==> src/design/mlc_pkg.sv <==
// Shared types, character constants and the Morse code table of the letter codec.
// No dependencies; every other file of the block imports this package.
package mlc_pkg;

  // Longest code that the decoder stores before it flags an overflow.
  localparam int MAX_CODE_LEN = 4;
  localparam int PSYM_W       = MAX_CODE_LEN;
  localparam int PCNT_W       = $clog2(MAX_CODE_LEN + 1);

  // The table itself never holds more than four symbols.
  localparam int CODE_W      = 4;
  localparam int CLEN_W      = 3;
  localparam int NUM_LETTERS = 26;
  localparam int IDX_W       = 5;

  localparam logic MODE_ENC = 1'b0;
  localparam logic MODE_DEC = 1'b1;

  localparam logic [7:0] CH_DOT   = 8'h2E;
  localparam logic [7:0] CH_DASH  = 8'h2D;
  localparam logic [7:0] CH_SPACE = 8'h20;
  localparam logic [7:0] CH_QMARK = 8'h3F;
  localparam logic [7:0] CH_UA    = 8'h41;
  localparam logic [7:0] CH_UZ    = 8'h5A;
  localparam logic [7:0] CH_LA    = 8'h61;
  localparam logic [7:0] CH_LZ    = 8'h7A;
  localparam logic [7:0] CASE_OFS = 8'h20;

  typedef struct packed {
    logic [CLEN_W-1:0] len;
    logic [CODE_W-1:0] bits;  // symbol j in bit j, a dash is 1
  } code_t;

  // One output character offered by a producer to the output register.
  typedef struct packed {
    logic       valid;
    logic [7:0] ch;
    logic       last;
  } src_t;

  function automatic code_t letter_code(input logic [IDX_W-1:0] idx);
    code_t c;
    unique case (idx)
      5'd0:    c = '{len: 3'd2, bits: 4'b0010};
      5'd1:    c = '{len: 3'd4, bits: 4'b0001};
      5'd2:    c = '{len: 3'd4, bits: 4'b0101};
      5'd3:    c = '{len: 3'd3, bits: 4'b0001};
      5'd4:    c = '{len: 3'd1, bits: 4'b0000};
      5'd5:    c = '{len: 3'd4, bits: 4'b0100};
      5'd6:    c = '{len: 3'd3, bits: 4'b0011};
      5'd7:    c = '{len: 3'd4, bits: 4'b0000};
      5'd8:    c = '{len: 3'd2, bits: 4'b0000};
      5'd9:    c = '{len: 3'd4, bits: 4'b1110};
      5'd10:   c = '{len: 3'd3, bits: 4'b0101};
      5'd11:   c = '{len: 3'd4, bits: 4'b0010};
      5'd12:   c = '{len: 3'd2, bits: 4'b0011};
      5'd13:   c = '{len: 3'd2, bits: 4'b0001};
      5'd14:   c = '{len: 3'd3, bits: 4'b0111};
      5'd15:   c = '{len: 3'd4, bits: 4'b0110};
      5'd16:   c = '{len: 3'd4, bits: 4'b1011};
      5'd17:   c = '{len: 3'd3, bits: 4'b0010};
      5'd18:   c = '{len: 3'd3, bits: 4'b0000};
      5'd19:   c = '{len: 3'd1, bits: 4'b0001};
      5'd20:   c = '{len: 3'd3, bits: 4'b0100};
      5'd21:   c = '{len: 3'd4, bits: 4'b1000};
      5'd22:   c = '{len: 3'd3, bits: 4'b0110};
      5'd23:   c = '{len: 3'd4, bits: 4'b1001};
      5'd24:   c = '{len: 3'd4, bits: 4'b1101};
      5'd25:   c = '{len: 3'd4, bits: 4'b0011};
      default: c = '{len: 3'd0, bits: 4'b0000};
    endcase
    return c;
  endfunction

  // Compares a closed code against all 26 letters in parallel.
  function automatic logic [7:0] decode_letter(input logic [PSYM_W-1:0] sym,
                                               input logic [PCNT_W-1:0] cnt);
    logic [7:0] res;
    code_t      c;
    res = CH_QMARK;
    for (int i = 0; i < NUM_LETTERS; i++) begin
      c = letter_code(IDX_W'(i));
      if (PCNT_W'(c.len) == cnt && PSYM_W'(c.bits) == sym) begin
        res = CH_UA + 8'(i);
      end
    end
    return res;
  endfunction

endpackage

==> src/design/mlc_encoder.sv <==
// Morse serializer: loads a letter's code into a shift register and sends one
// dot or dash per cycle while take is high, followed by a closing space. Depends on mlc_pkg.
module mlc_encoder (
  input  logic                     clk,
  input  logic                     rst_n,
  input  logic                     load,
  input  logic [mlc_pkg::IDX_W-1:0] idx,
  input  logic                     take,
  output mlc_pkg::src_t            src
);
  import mlc_pkg::*;

  logic              busy_r, busy_nxt;
  logic [CODE_W-1:0] sym_r, sym_nxt;
  logic [CLEN_W-1:0] left_r, left_nxt;
  code_t             code;

  assign code = letter_code(idx);

  always_comb begin
    src.valid = busy_r;
    src.ch    = (left_r != '0) ? (sym_r[0] ? CH_DASH : CH_DOT) : CH_SPACE;
    src.last  = (left_r == '0);
  end

  always_comb begin
    busy_nxt = busy_r;
    sym_nxt  = sym_r;
    left_nxt = left_r;
    if (load) begin
      busy_nxt = 1'b1;
      sym_nxt  = code.bits;
      left_nxt = code.len;
    end else if (busy_r && take) begin
      if (left_r != '0) begin
        sym_nxt  = sym_r >> 1;
        left_nxt = left_r - CLEN_W'(1);
      end else begin
        busy_nxt = 1'b0;
      end
    end
  end

  always_ff @(posedge clk) begin
    if (!rst_n) begin
      busy_r <= 1'b0;
      left_r <= '0;
    end else begin
      busy_r <= busy_nxt;
      left_r <= left_nxt;
    end
    sym_r <= sym_nxt;
  end

endmodule

==> src/design/mlc_decoder.sv <==
// Morse collector: gathers dots and dashes into the pending code and, on a space
// or end of line, holds the matching letter or '?' for output. Depends on mlc_pkg.
module mlc_decoder (
  input  logic          clk,
  input  logic          rst_n,
  input  logic          strobe,
  input  logic [7:0]    ch,
  input  logic          eol,
  input  logic          take,
  output mlc_pkg::src_t src
);
  import mlc_pkg::*;

  logic [PSYM_W-1:0] sym_r, sym_nxt, sym_add;
  logic [PCNT_W-1:0] cnt_r, cnt_nxt, cnt_add;
  logic              ovf_r, ovf_nxt, ovf_add;
  logic              res_valid_r, res_valid_nxt;
  logic [7:0]        res_ch_r, res_ch_nxt;
  logic              is_sym, closing;

  assign src.valid = res_valid_r;
  assign src.ch    = res_ch_r;
  assign src.last  = 1'b1;

  always_comb begin
    is_sym  = (ch == CH_DOT) || (ch == CH_DASH);
    sym_add = sym_r;
    cnt_add = cnt_r;
    ovf_add = ovf_r;
    if (is_sym) begin
      if (cnt_r < PCNT_W'(MAX_CODE_LEN)) begin
        for (int i = 0; i < PSYM_W; i++) begin
          if (cnt_r == PCNT_W'(i) && ch == CH_DASH) begin
            sym_add[i] = 1'b1;
          end
        end
        cnt_add = cnt_r + PCNT_W'(1);
      end else begin
        ovf_add = 1'b1;
      end
    end
    // A symbol that arrives with end of line is stored before the code closes.
    closing = ((ch == CH_SPACE) || eol) && (cnt_add != '0);

    sym_nxt       = sym_r;
    cnt_nxt       = cnt_r;
    ovf_nxt       = ovf_r;
    res_valid_nxt = res_valid_r && !take;
    res_ch_nxt    = res_ch_r;
    if (strobe) begin
      if (closing) begin
        sym_nxt       = '0;
        cnt_nxt       = '0;
        ovf_nxt       = 1'b0;
        res_valid_nxt = 1'b1;
        res_ch_nxt    = ovf_add ? CH_QMARK : decode_letter(sym_add, cnt_add);
      end else begin
        sym_nxt = sym_add;
        cnt_nxt = cnt_add;
        ovf_nxt = ovf_add;
      end
    end
  end

  always_ff @(posedge clk) begin
    if (!rst_n) begin
      sym_r       <= '0;
      cnt_r       <= '0;
      ovf_r       <= 1'b0;
      res_valid_r <= 1'b0;
    end else begin
      sym_r       <= sym_nxt;
      cnt_r       <= cnt_nxt;
      ovf_r       <= ovf_nxt;
      res_valid_r <= res_valid_nxt;
    end
    res_ch_r <= res_ch_nxt;
  end

endmodule

==> src/design/morse_letter_codec.sv <==
// Top level of the Morse letter codec: input decode, encoder and decoder
// instances, and the output register. Depends on mlc_pkg, mlc_encoder, mlc_decoder.
//
// Usage: each input word carries in_mode, in_char_in and in_end_of_line and is
// taken when in_valid is high and in_stall is low. Result words leave on the
// out_ channel (out_char_out, out_last_in_run), taken when out_valid is high
// and out_stall is low; out_last_in_run marks the final word of an input word.
// Encode mode: a letter (either case) gives its dots and dashes, one per cycle
// from a shift register unless stalled, then a space. Other characters give nothing.
// Decode mode: dots and dashes build the pending code; a space or end of line
// closes a non-empty code and gives one letter, or '?' for no match.
// Each result word is held in the encoder or decoder state first and then in the
// output register, which drives out_valid.
// The input takes no new word while the encoder or decoder holds a result word:
// an encoded letter blocks it until its space is passed on, a closing decode word
// until its letter is passed on; a word with no result does not raise in_stall.
// A stall on the output holds the output register; the serializer waits and
// in_stall stays high until every word of the current item has been moved on.
// Reset (synchronous, rst_n low) clears the pending code and empties all stages.
module morse_letter_codec (
  input  logic       clk,
  input  logic       rst_n,
  input  logic       in_valid,
  output logic       in_stall,
  input  logic       in_mode,
  input  logic [7:0] in_char_in,
  input  logic       in_end_of_line,
  output logic       out_valid,
  input  logic       out_stall,
  output logic [7:0] out_char_out,
  output logic       out_last_in_run
);
  import mlc_pkg::*;

  src_t       enc_src, dec_src;
  logic       in_acc, load_ok, is_letter, enc_load, dec_strobe;
  logic [7:0] upper, offs;
  logic       out_valid_r, out_valid_nxt;
  logic [7:0] out_ch_r, out_ch_nxt;
  logic       out_last_r, out_last_nxt;

  assign in_stall = enc_src.valid || dec_src.valid;
  assign in_acc   = in_valid && !in_stall;
  assign load_ok  = !out_valid_r || !out_stall;

  always_comb begin
    upper = ((in_char_in >= CH_LA) && (in_char_in <= CH_LZ)) ? in_char_in - CASE_OFS
                                                              : in_char_in;
    is_letter  = (upper >= CH_UA) && (upper <= CH_UZ);
    offs       = upper - CH_UA;
    enc_load   = in_acc && (in_mode == MODE_ENC) && is_letter;
    dec_strobe = in_acc && (in_mode == MODE_DEC);
  end

  mlc_encoder u_enc (
    .clk   (clk),
    .rst_n (rst_n),
    .load  (enc_load),
    .idx   (offs[IDX_W-1:0]),
    .take  (load_ok),
    .src   (enc_src)
  );

  mlc_decoder u_dec (
    .clk    (clk),
    .rst_n  (rst_n),
    .strobe (dec_strobe),
    .ch     (in_char_in),
    .eol    (in_end_of_line),
    .take   (load_ok),
    .src    (dec_src)
  );

  // Only one producer can hold a word at a time, since input waits on both.
  always_comb begin
    out_valid_nxt = out_valid_r;
    out_ch_nxt    = out_ch_r;
    out_last_nxt  = out_last_r;
    if (load_ok) begin
      out_valid_nxt = enc_src.valid || dec_src.valid;
      out_ch_nxt    = enc_src.valid ? enc_src.ch : dec_src.ch;
      out_last_nxt  = enc_src.valid ? enc_src.last : dec_src.last;
    end
  end

  always_ff @(posedge clk) begin
    if (!rst_n) begin
      out_valid_r <= 1'b0;
    end else begin
      out_valid_r <= out_valid_nxt;
    end
    out_ch_r   <= out_ch_nxt;
    out_last_r <= out_last_nxt;
  end

  assign out_valid       = out_valid_r;
  assign out_char_out    = out_ch_r;
  assign out_last_in_run = out_last_r;

endmodule

==> config.mk <==
export PLATFORM = sky130hd
export DESIGN_NAME = morse_letter_codec
export DESIGN_NICKNAME = d
export VERILOG_FILES = /design/src/design/mlc_pkg.sv /design/src/design/mlc_encoder.sv /design/src/design/mlc_decoder.sv /design/src/design/morse_letter_codec.sv
export SDC_FILE = /design/constraint.sdc
export NUM_CORES = 1
export LEC_CHECK = 0
export BUFFER_PORTS_ARGS = -buffer_cell sky130_fd_sc_hd__buf_2
export CORE_MARGIN = 5
export CORE_UTILIZATION = 61
export DETAILED_ROUTE_END_ITERATION = 7
export GPL_TIMING_DRIVEN = 0
export PLACE_DENSITY = 0.79
export SLEW_MARGIN = 20
export SYNTH_ARGS = -nofsm -noshare
export SYNTH_HDL_FRONTEND = slang
export SYNTH_HIERARCHICAL = 1
export SYNTH_SLANG_ARGS = --single-unit
==> constraint.sdc <==
create_clock -name clk -period 3.7 [get_ports clk]
set_clock_uncertainty 0.1 [all_clocks]
set_input_delay 0.74 -clock clk [delete_from_list [all_inputs] [get_ports clk]]
set_output_delay 0.74 -clock clk [all_outputs]
set_load 0.01 [all_outputs]
# Yosys cells after proc, flatten, opt, wreduce, memory -nomap -nowiden
# Memories as Yosys holds them, arrays and structs flattened.
# Index checks and enable logic that the tools add are counted.
# op_classes
addsub,4
reduce_logical,60
mux,106
order_cmp,5
n_eq_ne,59
n_bitwise,1
# op_table
op,count
two-way mux 7 bit,78
equality test 4 bit,26
equality test 3 bit,26
logical AND 1 bit,39
OR reduction 26 bit,1
"equality test 8 x 6 -> 1 bit, second input constant",3
two-way mux 4 bit,6
two-way mux 8 bit,3
two-way mux 3 bit,6
"greater-or-equal comparator 8 x 7 -> 1 bit, second input constant",2
"<= comparator 8 x 7 -> 1 bit, second input constant",2
two-way mux 1 bit,12
OR reduction 12 bit,1
"subtractor 8 x 6 -> 8 bit, second input constant",1
"equality test 3 x 2 -> 1 bit, second input constant",2
zero test 3 bit,2
AND reduction 2 bit,3
nonzero test 3 bit,2
"subtractor 5 x 1 -> 5 bit, second input constant",1
zero test 1 bit,4
logical OR 1 bit,4
nonzero test 2 bit,2
OR reduction 4 bit,1
"adder 3 x 1 -> 3 bit, second input constant",1
7 further kinds,7
# word_totals
word_cells,251
inputBits,14
mem_bits_ro,224
reg_bits,35
out_inout_bits,11
n_memories,1
# memory_table
memory,words,width,rd,rd_clocked_by_memory_dff,write_ports,line_no,source
(name not given),32,7,1,0,0,mlc_pkg.sv:43,unique case (idx)

# Depth between registers and ports, before layout
# depth
word_depth,35
ltp_mapped,11
depth_no_buf,9

# Modules after synthesis
# Netlist, hierarchy kept.
# modules_own_cells
mod,cells_each,area_per_inst_um2,n_inst,seq_area_each_um2
mlc_decoder,176,1569.0,1,390.4
mlc_encoder,105,935.9,1,200.2
morse_letter_codec,51,603.1,1,290.3

# Worst setup path after synthesis
# Ideal clock, no wire load.
# synth_path
path_kind,input to register
startpoint,in in_char_in[4]
endpoint,reg u_dec.res_ch_r[6] (data pin)
t_required_ns,3.341
setup_slack_ns,0.274
t_arrival_ns,3.067
cell_stages,8
n_path_buf,1
setup_ns,0.259
path_cell_list,or4b_4 -> buf_6 -> nor4_4 -> mux2_4 -> nor4b_4 -> a2111oi_2 -> nand4_1 -> o31a_1
# synth_between
elab_chain_cells,33
elab_cells_between_ends,119
classes_between,54 x eq/ne; 34 x mux; 31 x reduce/logical
# synth_lines
item,line_no,source
from (decl),morse_letter_codec.sv:26,"input logic [7:0] in_char_in,"
equality test 8 x 6 -> 1 bit,"mlc_decoder.sv:26, mlc_decoder.sv:33",
logical AND 1 bit,mlc_decoder.sv:33,if (cnt_r == PCNT_W'(i) && ch == CH_DASH) begin
two-way mux 1 bit,mlc_decoder.sv:33,
two-way mux 4 bit,mlc_decoder.sv:31,if (cnt_r < PCNT_W'(MAX_CODE_LEN)) begin
two-way mux 4 bit,mlc_decoder.sv:30,if (is_sym) begin
equality test 4 bit,mlc_pkg.sv:83,if (PCNT_W'(c.len) == cnt && PSYM_W'(c.bits) == sym) begin
logical AND 1 bit,mlc_pkg.sv:83,
two-way mux 7 bit (26 in series),mlc_pkg.sv:83,
to (signal assigned),mlc_decoder.sv:77,res_ch_r <= res_ch_nxt;
to (decl),mlc_decoder.sv:18,"logic [7:0] res_ch_r, res_ch_nxt;"
# Parallel ways exist; a longest one is shown, timed or not.
# A chain may end at the register's enable or synchronous reset.

# Final worst setup path
# Same ends and word-level chain as after synthesis.

==> metrics.csv <==
metric,value,unit
TritonCTS Buffers,5,
final hold vios,0,
share of cells above drive strength 1,0.254,
worst hold path class,reg -> reg,
Post-synth EDFFs,20,
Routed WL per cell,15.4,um
DR vias/cell,6.07,
Remaining DRCs,0,
placement-stage cell area,3320,sq um
diode count,0,
die area,6620,sq um
"commonest non-fill, non-tap cell in the layout",nor2_1,
largest net degree at the start of global routing,15,
routed wire length,6730,um
sequential area share after synthesis,0.283,
CP Data Arrival Time,3400,ps
Synth Instances,332,
Pre-antenna DRT Iters,5,
Die Ht,81.4,um
clk root buf,clkbuf_8,
IO Port Bufs,24,
WHS,384,ps
Post-DP HPWL,4950,um
Critical Path Sink Type,flop,
Core Area,5040,sq um
Slew headroom,0.599,
Starting DRT DRC Count,180,
cell count of the worst reg-to-reg path,9,
shortest clock period the worst path allows after layout,3470,ps
fin area,3440,sq um
Final nets,396,
Worst-Skew Late Latency,280,ps
via count,2646,
Clock Path Buffers,2,
Worst-Margin Slew,587,ps
placed insts,428,
RSZ-0062 raised after global routing,no,
synthesized area,3110,sq um
share of the synthesized area in the top cell type,0.193,
Cell Rows,26,
Final period util,0.937,
post-cts sizing count,0,
Synth area leader,edfxtp_1,
startpoint type of the worst setup path,primary input,
Syn Area/Cell,9.36,sq um
Min-Delay Path Depth,2,
clock tree sinks,34,
final count of negative-setup-slack endpoints,0,
GRT Overall Usage,0.218,
CP max FO,7,
Routability Congestion,0.929,
"Hold-fix buffers, CTS",0,
Async SR Flop Fraction,0,
Post-CTS Setup Inserts,0,
grt total ovfl,0,
initial antenna violation count,0,
VDD IR max,0.147,mV
status,completed,
"commonest non-fill, non-tap cells in the layout","31 x nor2_1, 26 x buf_2, 24 x nand2_1, 20 x inv_1, 20 x edfxtp_1",
vias in the first global route,2460,
pre-CTS setup slack,-63.6,ps
Unique masters post-synth,84,
Synth area leaders,"edfxtp_1 19%, dfxtp_1 9.0%, ha_1 6.8%, nor2_1 3.7%, buf_6 3.3%",
Synth Flop Type,edfxtp_1,
global-route wire length before repair,11500,um
Leak Pwr,1.42,nW
Yosys reg bits,34,
# IOs,25,
PD cells,269,nW/um^2
H-tree Lvls,2,
CP Class,in -> reg,
final setup margin,234,ps
Die Wd,81.4,um
CTS tree,done,
synth warn,6,
DRT antenna net count,0,
fmax,288,MHz
fin. max-slew vios,0,
Clock Pin Slew Worst Setup and Hold Paths,70,ps
maxcap violations,0,
"non-filler cells, final",436,
Worst EP required,3640,ps
initial core utilization,0.616,
Area Overhead vs Synth,10.7,%
worst max-delay path, stage by stage:
cell,delay (ps)
buf_2,140
or4b_4,530
buf_6,150
nor4_4,380
mux2_4,390
nor4b_4,150
a2111oi_2,380
nand4_1,200
o31a_1,330
layout make-up:
cell class,count,area (sq um)
Inverter,20,75.1
Clock buffer,7,86.3
Clock inverter,1,30.0
Timing Repair Buffer,24,120
Tap cell,70,87.6
Fill cell,404,1600
Multi-Input combinational cell,257,1960
Buffer,23,198
Sequential cell,34,881
state kept, by name, summed over array words and instances, names as in the netlist, 3 cells and up:
register and cells:
u_dec/res_ch_r 7, u_dec/cnt_r 3, u_enc/left_r 3, u_enc/sym_r 4, out_char_out 8, u_dec/sym_r 4
stage by stage:
stage / TNS, ps / util / total power (W)
3_3_place_gp: -67.1 / 0.659 / 0.000572
3_5_place_dp: -63.6 / 0.659 / 0.000576
6_report: 0 / 0.682 / 0.000926
2_1_floorplan: 0 / - / 0.000534
4_1_cts: 0 / 0.682 / 0.000933
5_1_grt: 0 / 0.682 / 0.000969
power by group:
group          internal (W)  switching (W)
Sequential         0.000401     0.00000138
Combinational     0.0000727      0.0000942
Clock              0.000220       0.000137
Total              0.000694       0.000232
final timing paths:
kind                  start                end  slack [ps]
max           in_char_in[4]  u_dec/res_ch_r[6]         230
min             u_dec/ovf_r        u_dec/ovf_r         380
max reg2reg  u_dec/cnt_r[0]  u_dec/res_ch_r[6]         450
min reg2reg     u_dec/ovf_r        u_dec/ovf_r         380
cells by family after synthesis:
| logic type | share of synthesized area |
|---|---|
| compound gates | 0.231 |
| xor+xnor | 0.0278 |
| fa+ha+maj | 0.0684 |
| buf+inv | 0.0878 |
| flops | 0.283 |
| mux | 0.0717 |
| other cells | 0.00483 |
| simple gates | 0.225 |
per-layer routing:
metal  up-vias  routed length [um]  global-route usage
met5         -                   0                   0
met4         0                 108              0.0743
met3        16                 541              0.0499
met2       124                3170               0.342
met1      1215                2910               0.294
li1       1291                   -                   -
Yosys cell counts, types with 4 or more instances:
cell,instances
nor3_1,12
mux2i_1,5
nor2b_1,7
inv_1,20
edfxtp_1,20
buf_4,10
ha_1,17
o21ai_1,5
nand3_1,6
a31oi_1,5
nand2b_1,5
a21oi_1,12
nand2_1,24
xnor2_1,5
dfxtp_1,14
mux2_1,6
nor2_1,31
or2_2,4
mux2_2,4
o21ai_0,10
conb_1,4
buf_6,9
nand4_1,4
Note: power is estimated with default switching activity, not from simulation.
